$ cat config.mk
export PLATFORM = sky130hd
export DESIGN_NAME = dmwc_front
export DESIGN_NICKNAME = d
export VERILOG_FILES = /design/src/dmwc_pkg.sv /design/src/dmwc_front.sv
export SDC_FILE = /design/constraint.sdc
export NUM_CORES = 1
export LEC_CHECK = 0
export ABC_CLOCK_PERIOD_IN_PS = 15400
export BUFFER_PORTS_ARGS = -buffer_cell sky130_fd_sc_hd__buf_4
export CAP_MARGIN = 20
export CORE_AREA = 2 2 213 215
export DETAILED_ROUTE_END_ITERATION = 8
export DIE_AREA = 0 0 215 217
export PLACE_DENSITY_LB_ADDON = 0.2
export SLEW_MARGIN = 10
export SYNTH_ARGS = -nofsm -noshare
export SYNTH_HDL_FRONTEND = slang
export SYNTH_SLANG_ARGS = --single-unit
$ cat constraint.sdc
create_clock -name clk -period 15.4 [get_ports clk]
set_input_delay 1.54 -clock clk [delete_from_list [all_inputs] [get_ports clk]]
set_output_delay 1.54 -clock clk [all_outputs]
set_load 0.03 [all_outputs]
$ cat src/dmwc_pkg.sv
// Shared types, codes and default sizes for the direct-mapped write-back cache.
`timescale 1ns / 1ps

package dmwc_pkg;

  localparam int DCACHE_LINES_DEF = 512;
  localparam int ICACHE_LINES_DEF = 512;
  localparam int DLINE_BYTES_DEF  = 16;
  localparam int ILINE_BYTES_DEF  = 32;

  localparam int TAG_W  = 20;
  localparam int ADDR_W = 32;
  localparam int DATA_W = 64;

  localparam logic [11:0] PAGE_OFF_MASK = 12'hFFF;

  localparam logic [2:0] REQ_READ  = 3'd0;
  localparam logic [2:0] REQ_FETCH = 3'd1;
  localparam logic [2:0] REQ_WRITE = 3'd2;
  localparam logic [2:0] REQ_OP    = 3'd3;
  localparam logic [2:0] REQ_FILL  = 3'd4;

  localparam logic [2:0] RES_READ     = 3'd0;
  localparam logic [2:0] RES_WB_WORD  = 3'd1;
  localparam logic [2:0] RES_FILL_REQ = 3'd2;
  localparam logic [2:0] RES_TAG      = 3'd3;
  localparam logic [2:0] RES_DONE     = 3'd4;

  localparam logic [2:0] OP_INDEX_INV    = 3'd0;
  localparam logic [2:0] OP_LOAD_TAG     = 3'd1;
  localparam logic [2:0] OP_STORE_TAG    = 3'd2;
  localparam logic [2:0] OP_CREATE_DIRTY = 3'd3;
  localparam logic [2:0] OP_HIT_INV      = 3'd4;
  localparam logic [2:0] OP_HIT_WB_INV   = 3'd5;
  localparam logic [2:0] OP_HIT_WB       = 3'd6;

  localparam logic [1:0] SEL_ICACHE = 2'd0;
  localparam logic [1:0] SEL_DCACHE = 2'd1;

  typedef struct packed {
    logic [2:0]        req_type;
    logic [ADDR_W-1:0] phys_addr;
    logic [ADDR_W-1:0] virt_addr;
    logic [1:0]        access_size;
    logic [DATA_W-1:0] wr_data;
    logic [DATA_W-1:0] wr_mask;
    logic              mask_enable;
    logic [1:0]        cache_select;
    logic [2:0]        cache_op;
    logic [TAG_W-1:0]  tag_value;
    logic [1:0]        tag_state;
  } req_t;

  typedef struct packed {
    logic              strobe;
    logic [2:0]        kind;
    logic [ADDR_W-1:0] addr;
    logic [DATA_W-1:0] data;
    logic [TAG_W-1:0]  tag;
    logic [1:0]        state;
    logic              last;
  } res_t;

endpackage

$ cat src/dmwc_front.sv
// Request acceptance and the two-entry request queue in front of the cache engine.
`timescale 1ns / 1ps

module dmwc_front
  import dmwc_pkg::*;
(
  input  logic clk,
  input  logic rst_n,
  input  logic start,
  input  req_t req,
  output logic busy,
  input  logic clearing,
  output logic q_valid,
  output req_t q_head,
  input  logic q_pop
);

  localparam int QDEPTH = 2;
  localparam int QPW    = $clog2(QDEPTH);
  localparam int QCW    = $clog2(QDEPTH + 1);

  req_t             slot_r [QDEPTH];
  logic [QPW-1:0]   wr_ptr_r, wr_ptr_nxt;
  logic [QPW-1:0]   rd_ptr_r, rd_ptr_nxt;
  logic [QCW-1:0]   count_r, count_nxt;
  logic             push;

  assign busy    = clearing || (count_r == QCW'(QDEPTH));
  assign push    = start && !busy;
  assign q_valid = (count_r != '0);
  assign q_head  = slot_r[rd_ptr_r];

  always_comb begin
    wr_ptr_nxt = wr_ptr_r;
    rd_ptr_nxt = rd_ptr_r;
    count_nxt  = count_r;
    if (push) begin
      wr_ptr_nxt = (wr_ptr_r == QPW'(QDEPTH - 1)) ? '0 : wr_ptr_r + 1'b1;
    end
    if (q_pop) begin
      rd_ptr_nxt = (rd_ptr_r == QPW'(QDEPTH - 1)) ? '0 : rd_ptr_r + 1'b1;
    end
    if (push && !q_pop) begin
      count_nxt = count_r + 1'b1;
    end else if (q_pop && !push) begin
      count_nxt = count_r - 1'b1;
    end
  end

  always_ff @(posedge clk) begin
    if (push) begin
      slot_r[wr_ptr_r] <= req;
    end
  end

  always_ff @(posedge clk) begin
    if (!rst_n) begin
      wr_ptr_r <= '0;
      rd_ptr_r <= '0;
      count_r  <= '0;
    end else begin
      wr_ptr_r <= wr_ptr_nxt;
      rd_ptr_r <= rd_ptr_nxt;
      count_r  <= count_nxt;
    end
  end

endmodule

# == Word level (Yosys, flattened, before mapping) ==
# Memory sizes are Yosys's and may differ from the RTL's. A register that Yosys moved wholly into a read port is not among the register bits.
# Index checks and enable logic that the tools add are counted.
# op_classes
add_sub_neg,4
eq_ne,1
muxes,8
reduce_logical,9
# op_table
op,n
2-to-1 mux 1 bit,6
2-to-1 mux 2 bit,2
nonzero test 2 bit,2
logical AND 1 bit,3
logical NOT 1 bit,3
"adder 1 bit, second input constant",2
"adder 2 x 1 -> 2 bit, second input constant",1
"equality test 2 bit, second input constant",1
"subtractor 2 x 1 -> 2 bit, second input constant",1
logical OR 1 bit,1
# totals
reg_bits,4
ramBits,450
input_bits,230
output_inout_bits,227
mem_count,1
# memory_table
name,words,word_bits,read_ports,rd_ports_with_merged_regs,wr,line,source
slot_r,2,225,1,1,1,dmwc_front.sv:22,req_t slot_r [QDEPTH];

# == Logic depth before layout (Yosys ltp) ==
# Gate-level depths: netlist (run 1).
# logic_depth
depth_word,8
depth_mapped,6
depth_no_buf,6

# == Worst setup path after synthesis (run 1) ==
# No wires, ideal clock.
# synth_timing
kind,in2reg
from,input start
to,memory slot_r[0][0] in the netlist's numbering (enable)
setup_ns,0.841
t_arrival_ns,11.748
required_ns,14.559
path_slack_ns,2.811
cell_stages,3
cell_sequence,nor2b_1 -> and2_1 -> nor2b_1
# synth_between
elab_chain_cells,3
# synth_rtl
item,line,source
start: declaration,dmwc_front.sv:9,"input logic start,"
logical AND 1 bit,dmwc_front.sv:29,assign push = start && !busy;
2-to-1 mux 1 bit,dmwc_front.sv:51,if (push) begin
2-to-1 mux 1 bit (implied by the code),dmwc_front.sv:52,slot_r[wr_ptr_r] <= req;
end: declaration,dmwc_front.sv:22,
# Every way passes these cells.

==> qor_table.md, run 1 <==
| Metric | Reported | Unit |
|---|---|---|
| Largest driver fanout on the critical path | 66 | - |
| # nets final | 1447 | - |
| CP endpoint kind | output port | - |
| Unique cell type count in the Yosys netlist | 21 | - |
| Number of violations reported at the end of detailed-routing iteration 0 | 399 | - |
| Largest net degree at the start of global routing | 69 | - |
| Worst Reg2Reg Path Length in Cells | 4 | - |
| Register-to-Register Setup Slack | 12.23 | ns |
| Data required time of the worst path | 13.86 | ns |
| Critical path class | reg2out | - |
| Proportion of layout cells with a drive suffix above 1 | 0.6116 | - |
| Minimum setup slack in the final design | 9.835 | ns |
| Number of top-level pins | 457 | - |
| Synthesized area divided by synthesized cell count | 23.54 | sq um |
| Initial antenna violation count | 6 | - |
| Leftover overflow at the end of global routing | 0 | - |
| RR Endpoint | slot_r[1][187]$_DFFE_PP_ | - |
| Total of buffers placed on input and output ports | 456 | - |
| Post-CTS Setup Bufs | 0 | - |
| Core region area | 44700 | sq um |
| Final worst hold slack | 0.5138 | ns |
| Number of gates resized after CTS | 0 | - |
| Final Max Slew Viols | 0 | - |
| Aggregate global-route resource usage | 0.1583 | - |
| Number of buffers inserted for hold repair after clock tree synthesis | 0 | - |
| Sum Neg Setup Slack | 0 | ns |
| Worst setup path end | q_head[33] | - |
| Root buf cell | clkbuf_16 | - |
| Clk pin slew, worst setup/hold paths | 0.06 | ns |
| Worst reg2reg path startpoint | count_r[0]$_SDFFE_PN0P_ | - |
| DR vias | 8487 | - |
| Pre-CTS setup slack | 10.36 | ns |
| Effective utilization at floorplan | 0.3823 | - |
| Number of clock sinks | 455 | - |
| CTS tree | yes | - |
| Area added between synthesis and finish | 32.76 | % |
| Post-detailed-routing wire length | 38560 | um |
| Data arrival time of the critical path | 4.02 | ns |
| Final worst clock skew | 0.005988 | ns |
| Final worst path period share | 0.3614 | - |
| Ratio of total power to cell area | 133.1 | nW/um^2 |
| Die H | 217 | um |
| Number of nets produced by synthesis | 957 | - |
| Avg Vias per Cell | 4.565 | - |
| Placement row count | 78 | - |
| Warning count from the yosys run | 0 | - |
| Clk Latency, worst-skew pair | 0.56 | ns |
| Die Footprint | 46660 | sq um |
| Worst slew margin relative to its limit | 0.2768 | - |
| Result of the run | completed | - |
| H-tree depth reported by CTS | 2 | - |
| IR Drop Worst-Case VDD | 84.35 | uV |
| Post-synthesis register bit count | 455 | - |
| Total DRC errors in the routed layout | 0 | - |
| Final antenna-violating net count | 0 | - |
| Wire length of the first global-routing pass | 54900 | um |
| F_max | 179.7 | MHz |
| First-pass iteration count of the detailed router | 4 | - |
| HPWL after DPL | 26790 | um |
| Final GP Congestion | 0.8057 | - |
| Leakage power of the design | 8.650 | nW |
| Tightest Pin Transition | 1.085 | ns |
| Total non-filler cell area in the finished layout | 22690 | sq um |
| Vias in the first global route | 8830 | - |
| Placed Area | 21120 | sq um |
| Number of max-capacitance violations reported | 0 | - |
| Final-report hold violation count | 0 | - |
| Wire per inst | 20.74 | um |
| Number of buffers on the longest clock path | 3 | - |
| # setup viols final | 0 | - |
| Worst Hold Class | reg2reg | - |
| RSZ-0062 raised after global routing | false | - |
| Synthesized instance count | 726 | - |
| Nature of the critical path startpoint | flip-flop | - |
| TritonCTS Buffers | 47 | - |
| Width of the die | 215 | um |
| Total standard cell area after synthesis | 17090 | sq um |
| Post-synthesis sequential area ratio | 0.7966 | - |
| Min cycle time layout | 5.565 | ns |
| Hold Path Stages | 2 | - |
-- cells by family after synthesis --
kind of cell | count (synthesis) | synth area share
xor gates and xnor gates | 3 | 0.001538
muxes | 225 | 0.1812
adders and majority gates | 1 | 0.0007321
and+or+nand+nor | 13 | 0.004759
AOI/OAI and AO/OA | 3 | 0.001025
buffers and inverters | 26 | 0.01413
DFF | 455 | 0.7966
-- layer usage --
| layer | share of wire | track usage | up-vias |
|---|---|---|---|
| met1 | 0.38 | 0.1828 | 4232 |
| met2 | 0.51 | 0.2672 | 303 |
| met4 | 0.034 | 0.07310 | 2 |
| li1 | - | - | 3878 |
| met3 | 0.075 | 0.05381 | 72 |
| met5 | 0.00034 | 0 | - |
-- worst min path at each step --
| stage | endpoint | slack [ns] | from |
|---|---|---|---|
| after global routing | wr_ptr_r$_SDFFE_PN0N_ | 0.54 | wr_ptr_r$_SDFFE_PN0N_ |
| after detailed placement | count_r[1]$_SDFFE_PN0P_ | 0.51 | count_r[1]$_SDFFE_PN0P_ |
| after floorplan | wr_ptr_r$_SDFFE_PN0N_ | 0.45 | wr_ptr_r$_SDFFE_PN0N_ |
| after global placement | count_r[1]$_SDFFE_PN0P_ | 0.49 | count_r[1]$_SDFFE_PN0P_ |
| after CTS | wr_ptr_r$_SDFFE_PN0N_ | 0.52 | wr_ptr_r$_SDFFE_PN0N_ |
| final | count_r[1]$_SDFFE_PN0P_ | 0.51 | count_r[1]$_SDFFE_PN0P_ |
-- worst max-delay path: stages (launching register included) --
cell     delay, ns
dfxtp_4       0.89
buf_4         0.91
buf_4         0.91
mux2_2        0.42
buf_4         0.17
-- registers in the layout, summed over array words and instances, names as in the netlist, named ones only --
signal	flops
wr_ptr_r	1
count_r	2
rd_ptr_r	1
slot_r	450
-- cell type report --
type	count	area, sq um
well taps	600	750.7
fillers	3695	22010
repair buffers	466	3498
multi-input cells	245	3247
flip-flops and latches	455	13620
clock inverters	27	261.5
diodes	5	12.51
inverters	1	3.754
clock buffers	60	1297
-- power by group --
part	internal, mW	total (mW)	leakage (nW)	switching [mW]
sequential	1.43	1.45	4.16	0.0213
clock	0.679	1.13	0.772	0.448
combinational	0.200	0.443	3.71	0.244
-- synthesized netlist by cell type --
library cell	number	area [sq um]
a21boi_0	1	7.510
and2_1	4	25.02
and3_1	1	6.260
buf_2	7	35.03
buf_6	18	202.7
dfxtp_1	5	100.1
edfxtp_1	450	13510
ha_1	1	12.51
inv_1	1	3.750
mux2_2	75	844.6
mux2_4	150	2252
nand2_1	1	3.750
nand2b_1	2	12.51
nand4b_1	1	8.760
nor2b_1	2	12.51
o21ai_0	1	5.000
o21ai_1	1	5.000
or2_2	1	6.260
or3_1	1	6.260
xnor2_1	1	8.760
xor2_1	2	17.52
-- cell usage in the layout, fill, tap and decap left out, types with 4 or more instances in the layout --
master     netlist  final
diode_2          0      5
edfxtp_1       450    450
dfxtp_1          5      4
clkinv_2         0     12
clkbuf_1         0      8
clkinv_1         0      7
mux2_4         150    150
and2_1           4      4
buf_4            0    466
mux2_2          75     75
clkbuf_16        0     49
bufinv_16        0      5
-- through the flow --
stage / power [mW] / cells / utilization
global route: 3.133 / 1859 / 0.5076
CTS: 3.064 / 1854 / 0.5073
finish: 3.019 / 1859 / 0.5076
floorplan: 1.769 / 726 / -
global placement: 1.921 / 1767 / 0.4724
detailed placement: 1.926 / 1767 / 0.4724
Note: power is estimated with default switching activity, not from simulation.
==> inputs of run 2 (changes only) <==
- ABC_AREA: default -> 1
- ABC_CLOCK_PERIOD_IN_PS: 15400 -> 4800
- clock period: 15.4 -> 4.8 ns (I/O delays scaled with it)
==> qor_table.md, run 2 <==
| Metric | Reported | Unit | vs previous |
|---|---|---|---|
| Synthesized instance count | 740 | - | was 726 |
| Number of clock sinks | 455 | - | unchanged |
| Final Max Slew Viols | 0 | - | unchanged |
| Cell taking the most area after synthesis | edfxtp_1 | - | unchanged |
| Die Footprint | 46660 | sq um | unchanged |
| Critical path buffer and inverter count | 2 | - | was 3 |
| Library cell contributing the largest single delay on the critical path | dfxtp_4 | - | was buf_4 |
| Internal Dissipation | 7.113 | mW | was 2.307 mW |
| Placement row count | 78 | - | unchanged |
| Finished Core Util | 0.5075 | - | was 0.5076 |
| Max reg flops | 450 | - | unchanged |
| Warning count from the yosys run | 0 | - | unchanged |
| Worst reg2reg path startpoint | count_r[0]$_SDFFE_PN0P_ | - | unchanged |
| Post-CTS Setup Bufs | 0 | - | unchanged |
| Min cycle time layout | 3.063 | ns |  |
| Most used cells in the layout excluding fill and tap cells | 460 x buf_4, 450 x edfxtp_1, 150 x mux2_4 | - | was 466 x buf_4, 450 x edfxtp_1, 150 x mux2_4 |
| Data arrival time of the critical path | 2.58 | ns | was 4.02 ns |
| Core region area | 44700 | sq um | unchanged |
| Total DRC errors in the routed layout | 0 | - | unchanged |
| Clk Latency, worst-skew pair | 0.56 | ns | about the same |
| Proportion of layout cells with a drive suffix above 1 | 0.5978 | - | was 0.6116 |
| # setup viols final | 0 | - | unchanged |
| Final antenna-violating net count | 0 | - | unchanged |
| F_max | 326.4 | MHz |  |
| CP endpoint kind | output port | - | unchanged |
| Leftover overflow at the end of global routing | 0 | - | unchanged |
| Result of the run | completed | - | unchanged |
| Final worst path period share | 0.6382 | - |  |
| Vias in the first global route | 8823 | - | was 8830 |
| Cell Chain, Critical Path | buf_12, mux2_4, buf_4 | - | was buf_4, buf_4, mux2_2, buf_4 |
| Number of max-capacitance violations reported | 0 | - | unchanged |
| Area added between synthesis and finish | 32.67 | % | was 32.76% |
| Cells after DPL | 1782 | - | was 1767 |
| Power dissipated by switching net loads | 2.123 | mW | was 0.7125 mW |
| Most instantiated cells after synthesis | 450 x edfxtp_1, 150 x mux2_4, 75 x mux2_2, 18 x buf_6 | - | was 450 x edfxtp_1, 150 x mux2_4, 75 x mux2_2, 18 x buf_6, 7 x buf_2 |
| Sequential cell fraction of total power | 0.499 | - | was 0.480 |
| H-tree depth reported by CTS | 2 | - | unchanged |
| Tightest Pin Transition | 0.9913 | ns | was 1.085 ns |
| Unique cell type count in the Yosys netlist | 14 | - | was 21 |
| Register-to-Register Setup Slack | 2.93 | ns | was 12.23 ns |
| Fraction of synthesized cell area taken by the top area cell type | 0.7903 | - | was 0.7907 |
| Largest cells by area after synthesis | edfxtp_1 79%, mux2_4 13%, mux2_2 4.9% | - | unchanged |
| TritonCTS Buffers | 48 | - | was 47 |
| Post-detailed-routing wire length | 36880 | um | was 38560 um |
| Total standard cell area after synthesis | 17100 | sq um | was 17090 sq um |
| Hold Path Stages | 1 | - | was 2 |
| Critical path class | reg2out | - | unchanged |
| Combinational share of power | 0.129 | - | was 0.147 |
| Final GP Congestion | 0.7900 | - | was 0.8057 |
| Number of violations reported at the end of detailed-routing iteration 0 | 412 | - | was 399 |
| Wire per inst | 19.72 | um | was 20.74 um |
| Root buf cell | clkbuf_16 | - | unchanged |
| Ratio of total power to cell area | 407.1 | nW/um^2 | was 133.1 nW/um^2 |
| Worst Min Path Start | req[96] | - | was count_r[1]$_SDFFE_PN0P_ |
| Sw Share | 0.2298 | - | was 0.2360 |
| Number of non-filler instances in the completed layout | 1870 | - | was 1859 |
| Worst slew margin relative to its limit | 0.3391 | - | was 0.2768 |
| Avg Vias per Cell | 4.566 | - | was 4.565 |
| Number of nets produced by synthesis | 971 | - | was 957 |
| Registers with the most flip-flops | slot_r x450, count_r x2 | - | unchanged |
| Nature of the critical path startpoint | flip-flop | - | unchanged |
| # nets final | 1463 | - | was 1447 |
| Final worst hold slack | 0.1060 | ns | was 0.5138 ns |
| Biggest register | slot_r | - | unchanged |
| Effective utilization at floorplan | 0.3825 | - | was 0.3823 |
| Wire length of the first global-routing pass | 53710 | um | was 54900 um |
| Synthesized area divided by synthesized cell count | 23.10 | sq um | was 23.54 sq um |
| Worst Reg2Reg Path Length in Cells | 5 | - | was 4 |
| Top cell family by delay on the critical path | flip-flops | - | was buffers and inverters |
| Most common flop cell mapped by yosys | edfxtp_1 | - | unchanged |
| Die H | 217 | um | unchanged |
| Endpoint of the worst hold-timing path | slot_r[1][96]$_DFFE_PP_ | - | was count_r[1]$_SDFFE_PN0P_ |
| Data required time of the worst path | 4.32 | ns | was 13.86 ns |
| First-pass iteration count of the detailed router | 6 | - | was 4 |
| FFs w/ async S/R, synth | 0 | - | unchanged |
| Number of gates resized after CTS | 0 | - | unchanged |
| Number of top-level pins | 457 | - | unchanged |
| Aggregate global-route resource usage | 0.1529 | - | was 0.1583 |
| Worst Hold Class | in2reg | - | was reg2reg |
| Most common library cell in the layout ignoring fill and taps | buf_4 | - | unchanged |
| Final worst clock skew | 0.008362 | ns | was 0.005988 ns |
| Largest driver fanout on the critical path | 58 | - | was 66 |
| Width of the die | 215 | um | unchanged |
| Number of buffers inserted for hold repair after clock tree synthesis | 0 | - | unchanged |
| Total of buffers placed on input and output ports | 456 | - | unchanged |
| Number of buffers on the longest clock path | 3 | - | unchanged |
| Delay of the slowest cell on the worst path | 1.00 | ns | was 0.91 ns |
| Most instantiated library cell after synthesis | edfxtp_1 | - | unchanged |
| Portion of total power attributed to the clock network | 0.372 | - | was 0.373 |
| Post-synthesis register bit count | 455 | - | unchanged |
| DR vias | 8539 | - | was 8487 |
| RSZ-0062 raised after global routing | false | - | unchanged |
| Initial antenna violation count | 2 | - | was 6 |
| Largest net degree at the start of global routing | 119 | - | was 69 |
| HPWL after DPL | 24410 | um | was 26790 um |
| Clk pin slew, worst setup/hold paths | 0.06 | ns | about the same |
| CTS tree | yes | - | unchanged |
| IR Drop Worst-Case VDD | 302.2 | uV | was 84.35 uV |
| Sum Neg Setup Slack | 0 | ns | unchanged |
| Number of enable-type register cells in the synthesized netlist | 450 | - | unchanged |
| RR Endpoint | slot_r[1][200]$_DFFE_PP_ | - | was slot_r[1][187]$_DFFE_PP_ |
| Post-synthesis sequential area ratio | 0.7962 | - | was 0.7966 |
| Leakage power of the design | 8.670 | nW | was 8.650 nW |
| Final-report hold violation count | 0 | - | unchanged |
## run 2: cell count changes after synthesis, moves of 4 or more
cell     before  now
nand2_1       1   11
nor2_1        0    6
and2_1        4    0
inv_1         1   11
## run 2: worst register-to-register path: stages (launching register included)
cell,delay (ns)
dfxtp_1,0.33
inv_1,0.08
nand2_1,0.10
nand4_1,0.16
clkinvlp_4,0.16
buf_12,0.42
## run 2: per-stage QoR
stage               total power [mW]  worst slack [ns]  instance area, sq um
global placement               5.882             2.275                 21220
finish                         9.236             1.737                 22680
detailed placement             5.896             2.260                 21220
floorplan                      5.414            0.3148                 17110
global route                   9.583             1.615                 22680
CTS                            9.387             1.648                 22680
## run 2: how the worst max path moves through the flow
stage	endpoint	slack (ns)	cells past startpoint
final	q_head[78]	1.74	3
after floorplan	slot_r[0][0]$_DFFE_PP_	0.31	3
after detailed placement	q_head[76]	2.26	3
after global placement	q_head[201]	2.27	3
after global routing	q_head[78]	1.62	3
after CTS	q_head[76]	1.65	3
## run 2: final cells by class
type	count	area [sq um]
Multi-Input combinational cell	249	3213
Antenna cell	2	5.005
Timing Repair Buffer	467	3593
Sequential cell	455	13620
Clock buffer	60	1267
Clock inverter	26	192.7
Inverter	11	45.04
Tap cell	600	750.7
Fill cell	3766	22010
## run 2: kinds of logic after synthesis
family          share of synthesized area
fa+ha+maj                       0.0007317
simple gates                     0.005049
mux                                0.1811
buf+inv                           0.01632
flops                              0.7962
compound gates                  0.0005849
## run 2: layer usage
layer	vias to the layer above	share of wire	track usage
li1	3916	-	-
met1	4260	0.38	0.1800
met2	296	0.52	0.2618
met3	67	0.065	0.04011
met4	0	0.037	0.07333
met5	-	0	0
## run 2: power groups by stage
stage | Combinational, mW | Sequential, mW | Clock [mW]
3_3_place_gp | 1.19 | 4.69 | 0
4_1_cts | 1.21 | 4.61 | 3.57
2_1_floorplan | 0.735 | 4.68 | 0
5_1_grt | 1.25 | 4.62 | 3.71
3_5_place_dp | 1.20 | 4.69 | 0
6_report | 1.19 | 4.61 | 3.44
